**src/hw/rtl/ipd_pkg.sv**
```systemverilog
`default_nettype none
package ipd_pkg;

  localparam int unsigned FRAME_BITS = 32;
  localparam int unsigned DATA_W     = 32;
  localparam int unsigned CNT_W      = 6;
  localparam int unsigned REG_W      = 8;
  localparam int unsigned CFG_IDX_W  = 2;

  // Request kinds on the input channel
  localparam logic [1:0] REQ_TICK = 2'd0;
  localparam logic [1:0] REQ_EDGE = 2'd1;
  localparam logic [1:0] REQ_ACK  = 2'd2;

  // Configuration register indexes
  localparam logic [CFG_IDX_W-1:0] CFG_ZERO_LOW   = 2'd0;
  localparam logic [CFG_IDX_W-1:0] CFG_SPLIT      = 2'd1;
  localparam logic [CFG_IDX_W-1:0] CFG_ONE_HIGH   = 2'd2;
  localparam logic [CFG_IDX_W-1:0] CFG_TMO_RELOAD = 2'd3;

  // Classified operations handed from front to back
  localparam int unsigned OP_W = 3;
  localparam logic [OP_W-1:0] OP_NOP       = 3'd0;
  localparam logic [OP_W-1:0] OP_TICK      = 3'd1;
  localparam logic [OP_W-1:0] OP_ACK       = 3'd2;
  localparam logic [OP_W-1:0] OP_EDGE_OVF  = 3'd3;
  localparam logic [OP_W-1:0] OP_EDGE_ZERO = 3'd4;
  localparam logic [OP_W-1:0] OP_EDGE_ONE  = 3'd5;
  localparam logic [OP_W-1:0] OP_EDGE_NOIS = 3'd6;

  typedef logic [OP_W-1:0] op_t;

  typedef struct packed {
    logic vld;
    op_t  op;
  } qent_t;

endpackage
`default_nettype wire

```
**src/hw/rtl/ipd_if.sv**
```systemverilog
`default_nettype none
interface ipd_in_if;
  logic       valid;
  logic       ready;
  logic [1:0] req_type;
  logic [7:0] edge_interval;
  logic       interval_overflow;

  modport source (output valid, output req_type, output edge_interval,
                  output interval_overflow, input ready);
  modport sink   (input valid, input req_type, input edge_interval,
                  input interval_overflow, output ready);
endinterface

interface ipd_out_if;
  logic                        valid;
  logic                        ready;
  logic                        frame_ready;
  logic [ipd_pkg::DATA_W-1:0]  frame_data;
  logic [ipd_pkg::CNT_W-1:0]   bits_received;
  logic                        restart_timer;

  modport source (output valid, output frame_ready, output frame_data,
                  output bits_received, output restart_timer, input ready);
  modport sink   (input valid, input frame_ready, input frame_data,
                  input bits_received, input restart_timer, output ready);
endinterface
`default_nettype wire

```
**src/hw/rtl/ipd_front.sv**
```systemverilog
`default_nettype none
module ipd_front (
  input  wire logic                           clk,
  input  wire logic                           rst_n,
  input  wire logic                           cfg_we,
  input  wire logic [ipd_pkg::CFG_IDX_W-1:0]  cfg_index,
  input  wire logic [ipd_pkg::REG_W-1:0]      cfg_wdata,
  input  wire logic                           in_valid,
  input  wire logic [1:0]                     in_req_type,
  input  wire logic [7:0]                     in_edge_interval,
  input  wire logic                           in_interval_overflow,
  input  wire logic                           q_full,
  output      logic                           in_ready,
  output      ipd_pkg::qent_t                 push,
  output      logic [ipd_pkg::REG_W-1:0]      tmo_reload
);

  logic [ipd_pkg::REG_W-1:0] zero_low_r;
  logic [ipd_pkg::REG_W-1:0] split_r;
  logic [ipd_pkg::REG_W-1:0] one_high_r;
  logic [ipd_pkg::REG_W-1:0] tmo_reload_r;
  logic                      in_zero;
  logic                      in_one;
  ipd_pkg::op_t              op;

  always_ff @(posedge clk) begin
    if (!rst_n) begin
      zero_low_r   <= 8'd20;
      split_r      <= 8'd50;
      one_high_r   <= 8'd90;
      tmo_reload_r <= 8'd150;
    end else if (cfg_we) begin
      case (cfg_index)
        ipd_pkg::CFG_ZERO_LOW:   zero_low_r   <= cfg_wdata;
        ipd_pkg::CFG_SPLIT:      split_r      <= cfg_wdata;
        ipd_pkg::CFG_ONE_HIGH:   one_high_r   <= cfg_wdata;
        ipd_pkg::CFG_TMO_RELOAD: tmo_reload_r <= cfg_wdata;
        default: ;
      endcase
    end
  end

  assign in_zero = (in_edge_interval > zero_low_r) && (in_edge_interval < split_r);
  assign in_one  = (in_edge_interval > split_r) && (in_edge_interval < one_high_r);

  // Overflow beats both windows; the zero window beats the one window.
  always_comb begin
    case (in_req_type)
      ipd_pkg::REQ_TICK: op = ipd_pkg::OP_TICK;
      ipd_pkg::REQ_ACK:  op = ipd_pkg::OP_ACK;
      ipd_pkg::REQ_EDGE: begin
        if (in_interval_overflow)  op = ipd_pkg::OP_EDGE_OVF;
        else if (in_zero)          op = ipd_pkg::OP_EDGE_ZERO;
        else if (in_one)           op = ipd_pkg::OP_EDGE_ONE;
        else                       op = ipd_pkg::OP_EDGE_NOIS;
      end
      default: op = ipd_pkg::OP_NOP;
    endcase
  end

  assign in_ready   = !q_full;
  assign push.vld   = in_valid && !q_full;
  assign push.op    = op;
  assign tmo_reload = tmo_reload_r;

endmodule
`default_nettype wire

```
**src/hw/rtl/ipd_queue.sv**
```systemverilog
`default_nettype none
module ipd_queue (
  input  wire logic            clk,
  input  wire logic            rst_n,
  input  wire ipd_pkg::qent_t  push,
  input  wire logic            pop,
  output      logic            full,
  output      ipd_pkg::qent_t  head
);

  ipd_pkg::op_t mem_r [2];
  logic         wr_ptr_r;
  logic         rd_ptr_r;
  logic [1:0]   cnt_r;
  logic [1:0]   cnt_nxt;
  logic         do_pop;

  assign full     = (cnt_r == 2'd2);
  assign do_pop   = pop && (cnt_r != 2'd0);
  assign head.vld = (cnt_r != 2'd0);
  assign head.op  = mem_r[rd_ptr_r];

  always_comb begin
    cnt_nxt = cnt_r;
    if (push.vld && !do_pop)      cnt_nxt = cnt_r + 2'd1;
    else if (!push.vld && do_pop) cnt_nxt = cnt_r - 2'd1;
  end

  always_ff @(posedge clk) begin
    if (push.vld) mem_r[wr_ptr_r] <= push.op;
  end

  always_ff @(posedge clk) begin
    if (!rst_n) begin
      wr_ptr_r <= 1'b0;
      rd_ptr_r <= 1'b0;
      cnt_r    <= 2'd0;
    end else begin
      if (push.vld) wr_ptr_r <= !wr_ptr_r;
      if (do_pop)   rd_ptr_r <= !rd_ptr_r;
      cnt_r <= cnt_nxt;
    end
  end

endmodule
`default_nettype wire

```
**src/hw/rtl/ipd_back.sv**
```systemverilog
`default_nettype none
module ipd_back (
  input  wire logic                          clk,
  input  wire logic                          rst_n,
  input  wire ipd_pkg::qent_t                head,
  input  wire logic [ipd_pkg::REG_W-1:0]     tmo_reload,
  output      logic                          pop,
  output      logic                          out_valid,
  input  wire logic                          out_ready,
  output      logic                          out_frame_ready,
  output      logic [ipd_pkg::DATA_W-1:0]    out_frame_data,
  output      logic [ipd_pkg::CNT_W-1:0]     out_bits_received,
  output      logic                          out_restart_timer
);

  localparam logic [ipd_pkg::CNT_W-1:0] FULL_CNT = ipd_pkg::CNT_W'(ipd_pkg::FRAME_BITS);

  logic                        armed_r, armed_nxt;
  logic [ipd_pkg::CNT_W-1:0]   cnt_r, cnt_nxt;
  logic [ipd_pkg::DATA_W-1:0]  data_r, data_nxt;
  logic [ipd_pkg::REG_W-1:0]   tmo_r, tmo_nxt;
  logic                        rdy_r, rdy_nxt;
  logic                        restart;
  logic                        out_vld_r;
  logic                        restart_r;
  logic                        take_edge;

  assign pop       = head.vld && (!out_vld_r || out_ready);
  assign take_edge = (cnt_r < FULL_CNT) && !rdy_r;

  always_comb begin
    armed_nxt = armed_r;
    cnt_nxt   = cnt_r;
    data_nxt  = data_r;
    tmo_nxt   = tmo_r;
    rdy_nxt   = rdy_r;
    restart   = 1'b0;
    case (head.op)
      ipd_pkg::OP_TICK: begin
        if (tmo_r != '0) begin
          tmo_nxt = tmo_r - 1'b1;
          if (tmo_r == 8'd1) begin
            cnt_nxt = '0;
            if (cnt_r == FULL_CNT) begin
              rdy_nxt = 1'b1;
            end else begin
              armed_nxt = 1'b0;
              restart   = 1'b1;
            end
          end
        end
      end
      ipd_pkg::OP_ACK: rdy_nxt = 1'b0;
      ipd_pkg::OP_EDGE_OVF, ipd_pkg::OP_EDGE_ZERO,
      ipd_pkg::OP_EDGE_ONE, ipd_pkg::OP_EDGE_NOIS: begin
        tmo_nxt = tmo_reload;
        if (take_edge) begin
          if (!armed_r) begin
            armed_nxt = 1'b1;
            restart   = 1'b1;
          end else if (head.op == ipd_pkg::OP_EDGE_OVF) begin
            cnt_nxt  = '0;
            data_nxt = '0;
            restart  = 1'b1;
          end else if (head.op != ipd_pkg::OP_EDGE_NOIS) begin
            cnt_nxt  = cnt_r + 1'b1;
            data_nxt = {data_r[ipd_pkg::DATA_W-2:0], head.op == ipd_pkg::OP_EDGE_ONE};
            restart  = 1'b1;
          end
        end
      end
      default: ;
    endcase
  end

  always_ff @(posedge clk) begin
    if (!rst_n) begin
      armed_r   <= 1'b0;
      cnt_r     <= '0;
      data_r    <= '0;
      tmo_r     <= '0;
      rdy_r     <= 1'b0;
      out_vld_r <= 1'b0;
    end else begin
      if (pop) begin
        armed_r <= armed_nxt;
        cnt_r   <= cnt_nxt;
        data_r  <= data_nxt;
        tmo_r   <= tmo_nxt;
        rdy_r   <= rdy_nxt;
      end
      if (pop)            out_vld_r <= 1'b1;
      else if (out_ready) out_vld_r <= 1'b0;
    end
  end

  always_ff @(posedge clk) begin
    if (pop) restart_r <= restart;
  end

  assign out_valid         = out_vld_r;
  assign out_frame_ready   = rdy_r;
  assign out_frame_data    = data_r;
  assign out_bits_received = cnt_r;
  assign out_restart_timer = restart_r;

`ifndef SYNTHESIS
  a_cnt_bound: assert property (@(posedge clk) disable iff (!rst_n)
    cnt_r <= FULL_CNT) else $error("bit count beyond frame length");
  a_ready_cnt: assert property (@(posedge clk) disable iff (!rst_n)
    rdy_r |-> cnt_r == '0) else $error("frame ready with nonzero count");
  a_cnt_step: assert property (@(posedge clk) disable iff (!rst_n)
    (cnt_r != $past(cnt_r)) |-> (cnt_r == '0 || cnt_r == $past(cnt_r) + 1'b1))
    else $error("bit count jumped");
  a_state_hold: assert property (@(posedge clk) disable iff (!rst_n)
    !$past(pop) |-> $stable(data_r) && $stable(cnt_r))
    else $error("state moved without a dequeued op");
`endif

endmodule
`default_nettype wire

```
**src/hw/rtl/ir_pulse_distance_decoder_core.sv**
```systemverilog
`default_nettype none
// Pulse-distance IR frame decoder. Each transfer on in_ch is one event (1 ms
// tick, falling edge with measured interval and overflow flag, or frame
// acknowledge) and yields exactly one transfer on out_ch carrying the ready
// flag, the 32-bit shift data, the bit count and a restart request for the
// external interval timer, all as they stand after the event. The front
// classifies each event against the window registers, a two-entry queue holds
// the classified op, and the back applies it to the frame state into an
// output register. One event per cycle is sustained while out_ch stays ready;
// each result is registered by the queue write and then by the output
// register. Write cfg_* only while no event is in flight: index 0 zero_low,
// 1 zero_one_split, 2 one_high, 3 timeout_reload.
module ir_pulse_distance_decoder_core (
  input  wire logic                           clk,
  input  wire logic                           rst_n,
  input  wire logic                           cfg_we,
  input  wire logic [ipd_pkg::CFG_IDX_W-1:0]  cfg_index,
  input  wire logic [ipd_pkg::REG_W-1:0]      cfg_wdata,
  ipd_in_if.sink                              in_ch,
  ipd_out_if.source                           out_ch
);

  ipd_pkg::qent_t             push;
  ipd_pkg::qent_t             head;
  logic                       q_full;
  logic                       pop;
  logic [ipd_pkg::REG_W-1:0]  tmo_reload;

  // Front: hold config, classify events, push into the queue.
  ipd_front u_front (
    .clk                  (clk),
    .rst_n                (rst_n),
    .cfg_we               (cfg_we),
    .cfg_index            (cfg_index),
    .cfg_wdata            (cfg_wdata),
    .in_valid             (in_ch.valid),
    .in_req_type          (in_ch.req_type),
    .in_edge_interval     (in_ch.edge_interval),
    .in_interval_overflow (in_ch.interval_overflow),
    .q_full               (q_full),
    .in_ready             (in_ch.ready),
    .push                 (push),
    .tmo_reload           (tmo_reload)
  );

  // Queue: decouple front stalls from output backpressure.
  ipd_queue u_queue (
    .clk   (clk),
    .rst_n (rst_n),
    .push  (push),
    .pop   (pop),
    .full  (q_full),
    .head  (head)
  );

  // Back: advance the frame state and register the result.
  ipd_back u_back (
    .clk               (clk),
    .rst_n             (rst_n),
    .head              (head),
    .tmo_reload        (tmo_reload),
    .pop               (pop),
    .out_valid         (out_ch.valid),
    .out_ready         (out_ch.ready),
    .out_frame_ready   (out_ch.frame_ready),
    .out_frame_data    (out_ch.frame_data),
    .out_bits_received (out_ch.bits_received),
    .out_restart_timer (out_ch.restart_timer)
  );

endmodule
`default_nettype wire
```
**src/flat_wrapper.sv**
```systemverilog
// flat-port wrapper written by rule: the top's interface ports become plain ports
module ir_pulse_distance_decoder_core_flat 
  (clk, rst_n, cfg_we, cfg_index, cfg_wdata, in_ch_valid, in_ch_req_type, in_ch_edge_interval, in_ch_interval_overflow, in_ch_ready, out_ch_valid, out_ch_frame_ready, out_ch_frame_data, out_ch_bits_received, out_ch_restart_timer, out_ch_ready);
  ipd_in_if in_ch_i ();
  ipd_out_if out_ch_i ();
  input  wire logic clk;
  input  wire logic rst_n;
  input  wire logic cfg_we;
  input  wire logic [ipd_pkg::CFG_IDX_W-1:0] cfg_index;
  input  wire logic [ipd_pkg::REG_W-1:0] cfg_wdata;
  input wire logic [$bits(in_ch_i.valid)-1:0] in_ch_valid;
  input wire logic [$bits(in_ch_i.req_type)-1:0] in_ch_req_type;
  input wire logic [$bits(in_ch_i.edge_interval)-1:0] in_ch_edge_interval;
  input wire logic [$bits(in_ch_i.interval_overflow)-1:0] in_ch_interval_overflow;
  output wire logic [$bits(in_ch_i.ready)-1:0] in_ch_ready;
  output wire logic [$bits(out_ch_i.valid)-1:0] out_ch_valid;
  output wire logic [$bits(out_ch_i.frame_ready)-1:0] out_ch_frame_ready;
  output wire logic [$bits(out_ch_i.frame_data)-1:0] out_ch_frame_data;
  output wire logic [$bits(out_ch_i.bits_received)-1:0] out_ch_bits_received;
  output wire logic [$bits(out_ch_i.restart_timer)-1:0] out_ch_restart_timer;
  input wire logic [$bits(out_ch_i.ready)-1:0] out_ch_ready;
  assign in_ch_i.valid = in_ch_valid;
  assign in_ch_i.req_type = in_ch_req_type;
  assign in_ch_i.edge_interval = in_ch_edge_interval;
  assign in_ch_i.interval_overflow = in_ch_interval_overflow;
  assign in_ch_ready = in_ch_i.ready;
  assign out_ch_valid = out_ch_i.valid;
  assign out_ch_frame_ready = out_ch_i.frame_ready;
  assign out_ch_frame_data = out_ch_i.frame_data;
  assign out_ch_bits_received = out_ch_i.bits_received;
  assign out_ch_restart_timer = out_ch_i.restart_timer;
  assign out_ch_i.ready = out_ch_ready;
  ir_pulse_distance_decoder_core u_core (.clk(clk), .rst_n(rst_n), .cfg_we(cfg_we), .cfg_index(cfg_index), .cfg_wdata(cfg_wdata), .in_ch(in_ch_i), .out_ch(out_ch_i));
endmodule
```
**config.mk**
```make
export PLATFORM = sky130hd
export DESIGN_NAME = ir_pulse_distance_decoder_core_flat
export DESIGN_NICKNAME = d
export VERILOG_FILES = /design/src/hw/rtl/ipd_pkg.sv /design/src/hw/rtl/ipd_if.sv /design/src/hw/rtl/ipd_front.sv /design/src/hw/rtl/ipd_queue.sv /design/src/hw/rtl/ipd_back.sv /design/src/hw/rtl/ir_pulse_distance_decoder_core.sv /design/src/flat_wrapper.sv
export SDC_FILE = /design/constraint.sdc
export NUM_CORES = 1
export LEC_CHECK = 0
export BUFFER_PORTS_ARGS = -buffer_cell sky130_fd_sc_hd__buf_2
export CELL_PAD_IN_SITES_DETAIL_PLACEMENT = 0
export CELL_PAD_IN_SITES_GLOBAL_PLACEMENT = 2
export CORE_UTILIZATION = 25
export DETAILED_ROUTE_END_ITERATION = 10
export HOLD_SLACK_MARGIN = 0.15
export PLACE_DENSITY_LB_ADDON = 0.1
export SYNTH_ARGS = -nofsm -noshare
export SYNTH_HDL_FRONTEND = slang
export SYNTH_SLANG_ARGS = --single-unit
```
**constraint.sdc**
```tcl
create_clock -name clk -period 4 [get_ports clk]
set_input_delay 0.6 -clock clk [delete_from_list [all_inputs] [get_ports clk]]
set_output_delay 0.6 -clock clk [all_outputs]
set_load 0.1 [all_outputs]
```
Yosys cells after proc, flatten, opt, wreduce, memory -nomap -nowiden:

Memory sizes are Yosys's and may differ from the RTL's. A register that Yosys moved wholly into a read port is not among the register bits.
Index checks and enable logic that the tools add are counted.

* memories kept: 1
* register bits: 86
* bits in writable memories: 6

* muxes and demuxes: 40
* $lt $le $gt $ge: 5
* add/sub/neg operators: 4
* reductions and logical operators: 35
* eq/ne operators: 22

Memory list
* u_core.u_queue.mem_r: depth 2, width 3, read ports 1, clocked after memory_dff 1, wr ports 1, RTL line ipd_queue.sv:11 `ipd_pkg::op_t mem_r [2];`

Operators with widths (count)
* two-way mux 32 bit: 2
* two-way mux 6 bit: 6
* two-way mux 1 bit: 20
* > comparator 8 bit: 2
* < comparator 8 bit: 2
* one-hot mux 8 bit (2 select lines): 1
* inequality test 2 bit, second input constant: 6
* one-hot mux 6 bit (2 select lines): 1
* nonzero test 2 bit: 6
* AND reduction 5 bit: 2
* == test 3 bit, second input constant: 3
* one-hot mux 3 bit (3 select lines): 1
* == test 2 bit, second input constant: 4
* == test 8 x 1 -> 1 bit, second input constant: 1
* logical AND 1 bit: 8
* two-way mux 2 bit: 4
* two-way mux 8 bit: 1
* AND reduction 2 bit: 4
* nonzero test 8 bit: 1
* subtractor 8 x 1 -> 8 bit, second input constant: 1
* logical NOT 1 bit: 7
* AND reduction 7 bit: 1
* adder 6 x 1 -> 6 bit, second input constant: 1
* == test 3 x 2 -> 1 bit, second input constant: 2
* other kinds (14): 19

Depth between registers and ports, before layout:

* depth in word-level cells: 7
* gate-level depth with buffers: 8

By module:

From an unflattened synthesis, not the netlist that was laid out.

* cell total of the unflattened synthesis: 537
* area, all modules: 4528.1 sq um

By module, submodules not included
* ipd_back: area each 2306.0 sq um, times used 1, seq. area each 1011.0 sq um, cells each 290
* ipd_front: area each 1788.0 sq um, times used 1, seq. area each 640.6 sq um, cells each 216
* ipd_queue: area each 434.2 sq um, times used 1, seq. area each 280.3 sq um, cells each 31

Worst setup path before layout:

OpenSTA, ideal clock, no wires.

* kind: register to register
* from: reg u_core.u_queue.cnt_r[0]
* to: reg u_core.u_queue.cnt_r[1]
* arrival time: 2.325 ns
* setup slack: 1.600 ns
* stages on the path, launching flop included: 8
* clock period less this slack: 2.400 ns
* path buffers: 1
* required time: 3.924 ns
* cells stage by stage: dfxtp_1 -> clkbuf_1 -> nand2b_1 -> nand2_1 -> inv_1 -> ha_1 -> or3_1 -> a21boi_0

RTL lines
* from (decl): RTL line ipd_queue.sv:14 `logic [1:0] cnt_r;`
* from (signal assigned): RTL line ipd_queue.sv:41 `cnt_r <= cnt_nxt;`

==> results by group <==
Status
  – Outcome: finished with violations
  – Failing checks: design-rule violations

CTS
  – Clock slew at reported path FFs: 0.07 ns
  – H-tree depth: 3
  – CTS tree: done
  – CTS Sinks: 93
  – Root Buffer: clkbuf_16
  – # hold bufs at CTS: 0
  – Total CTS buffers: 9
  – Post-CTS setup buffers: 0
  – Post-CTS Resized: 0
  – Clock latency on the worst-skew pair: 0.35 ns
  – Clock buffer depth: 2

Setup path
  – Crit path max fanout: 14
  – CP endpoint kind: flop
  – CP cell instances: nand2b_1 -> o32ai_2 -> a41oi_1 -> nand2_1 -> mux2i_1 -> nor2_1
  – Critical Path Slowest Stage Cell: edfxtp_1
  – WP data arrival: 2.54 ns
  – Max stage delay on crit path: 0.48 ns
  – Crit Path Class: flop to flop
  – CP Launch Type: flop
  – Worst Path Required: 4.22 ns

Cells and area
  – N_diodes: 0
  – Combined area of the multi-input logic cells: 2486 sq um
  – Syn-to-layout area delta: 18.71%
  – Final Non-Filler Cells: 839
  – Share of post-route cells with drive strength above 1: 0.1672
  – Commonest non-fill, non-tap cell in the layout: nand2_1
  – Design Area, Final: 5542 sq um
  – Register area: 1932 sq um
  – Final #Nets: 660
  – # fillers: 1975
  – Commonest cells after routing, fill and taps aside: nand2_1 (87), dfxtp_1 (86), buf_2 (67)

Drt
  – Routed wire length: 12.36 mm
  – DR vias/cell: 4.700
  – Via count: 3943
  – Post-DRT Antenna Nets: 0
  – # DRC: 13
  – Initial DRC count: 242
  – Wirelength per Cell: 14.73 um
  – DRT Pass-1 Iters: 7

Placement
  – Cell Area, Placed: 5201 sq um
  – Dpl cells: 823
  – Port Buffers: 67
  – Routability cong.: 0.7199
  – Hpwl dp: 8.702 mm

Floorplan
  – Initial Util: 0.2572
  – Num ports: 68
  – Die W: 138.7 um
  – Rows: 49
  – Die Ht: 138.7 um
  – Core area: 18150 sq um
  – Die area: 19220 sq um

Logic synthesis
  – Mapped Nets: 604
  – Post-Synth Adder-Cell Area: 0.07773
  – EDFF count, synth: 7
  – Yosys reg bits: 93
  – Main combinational cell family by area after synthesis: simple AND/OR/NAND/NOR gates
  – Compound-cell area share of the yosys netlist: 0.1973
  – Async S/R FF share, synth: 0
  – Multiplexer share of the synthesized area: 0.02225
  – Count of cell types in the netlist: 66
  – Most used DFF post-synth: dfxtp_1
  – Avg Cell Area, Syn: 8.503 sq um
  – Sequential fraction of the synthesis area: 0.4138
  – Mapped cell area: 4668 sq um
  – Post-Syn Instances: 549
  – Synth Area in Simple Gates: 0.2297
  – Post-synthesis xor/xnor area fraction: 0.005629
  – Syn. warnings: 0

GRT
  – Largest net degree at the start of global routing: 61
  – Gr usage total: 0.1344
  – Antenna violations before repair: 0
  – Grt ovf: 0
  – First-pass GRT wire length: 20.48 mm
  – Vias in the first global route: 3833

STA
  – Final hold viol count: 0
  – RSZ-0062 raised after global routing: false
  – Period utilization: 0.5801
  – # setup viols final: 0
  – Worst-Margin Slew: 1.197 ns
  – Setup TNS: 0 ns
  – Setup Skew: 0.007581 ns
  – Relative slew slack: 0.2017
  – Slew Limit Fails: 0
  – Tmin final: 2.321 ns
  – Max Fclk: 430.9 MHz

Power
  – PD cells: 536.3 nW/um^2
  – Pleak: 2.272 nW
  – Peak VDD IR: 234.8 uV

Hold path
  – Min-Delay Path Class: flop to flop

Flow run
  – MaxCap Viol Count: 0
[layout make-up]
type,instances,share of cell area
multi-input cells,396,0.4486
flip-flops and latches,93,0.3486
inverters,33,0.02235
clock buffers,13,0.05283
repair buffers,72,0.06728
well taps,229,0.05170
clock inverters,3,0.008580
[sequential cells by signal (all words and copies together) (netlist names), 2 cells and up, named ones only]
| name | count |
|---|---|
| u_core.u_back.out_bits_received | 6 |
| u_core.u_back.out_frame_data | 32 |
| u_core.u_back.tmo_r | 8 |
| u_core.u_front.one_high_r | 8 |
| u_core.u_front.split_r | 8 |
| u_core.u_front.tmo_reload | 8 |
| u_core.u_front.zero_low_r | 8 |
| u_core.u_queue.cnt_r | 2 |
| u_core.u_queue.mem_r | 6 |
[logic make-up after synthesis]
logic type / count (synthesis)
compound gates: 136
flops: 93
simple gates: 218
buf+inv: 60
mux: 10
fa+ha+maj: 29
xor+xnor: 3
[where the power goes]
group | leakage, nW | switching, W | total (W) | internal (W)
combinational | 1.34 | 0.000577 | 0.000878 | 0.000301
sequential | 0.765 | 0.0000987 | 0.00113 | 0.00103
clock | 0.166 | 0.000384 | 0.000965 | 0.000581
total | 2.27 | 0.00106 | 0.00297 | 0.00191
[synthesized netlist by cell type (4+ instances only)]
cell       n  share of area
a31oi_1    5         0.0067
nand3_1   42          0.045
nand3b_1   4         0.0064
nand4_1    7         0.0094
mux2i_1    9          0.019
a21boi_0  14          0.023
o211ai_1  10          0.016
ha_1      29          0.078
nor2_1    23          0.018
nand2b_1   6         0.0080
buf_1      4         0.0032
edfxtp_1   7          0.045
dfxtp_1   86           0.37
a21o_1     5         0.0080
nand2_1   87          0.070
o21a_1     5         0.0080
a21boi_1   5         0.0080
and3_1     6         0.0080
clkbuf_1  14          0.011
a21oi_1   47          0.050
inv_1     32          0.026
nor3_1     4         0.0043
o21ai_0   14          0.015
buf_2      5         0.0054
nor2b_1   16          0.021
[critical path, delay by kind of cell, from the launching register on]
kind             cells  cell delay (ns)
AO/OA/AOI/OAI        2             0.74
flip-flops           1             0.48
AND/OR/NAND/NOR      3             0.74
multiplexers         1             0.25
[path summary, 6_finish.rpt]
| kind | from | to | slack, ns | depth (start not counted) |
|---|---|---|---|---|
| worst max-delay path | u_core.u_queue.mem_r[0][1] | u_core.u_back.tmo_r[1] | 1.68 | 6 |
| worst min-delay path | u_core.u_back.out_frame_data[31] | u_core.u_back.out_frame_data[31] | 0.46 | 2 |
| worst max register to register | u_core.u_queue.mem_r[0][1] | u_core.u_back.tmo_r[1] | 1.68 | 6 |
| worst min register to register | u_core.u_back.out_frame_data[31] | u_core.u_back.out_frame_data[31] | 0.46 | 2 |
[through the flow]
step	util	total power [W]	setup slack, ns	hold WS [ns]
2_1_floorplan	-	0.001840	1.600	0.4404
3_3_place_gp	0.2866	0.002037	1.496	0.4395
3_5_place_dp	0.2866	0.002040	1.462	0.4481
4_1_cts	0.3054	0.003031	1.641	0.4581
5_1_grt	0.3054	0.003176	1.496	0.4891
6_report	0.3054	0.002972	1.679	0.4558
[layer usage]
metal | up-vias | GRT usage | share of wire
li1 | 2044 | - | -
met5 | - | 0 | 0
met4 | 0 | 0.04737 | 0.014
met3 | 12 | 0.02106 | 0.034
met2 | 73 | 0.2311 | 0.48
met1 | 1814 | 0.1704 | 0.47
(Power assumes the default switching activity.)
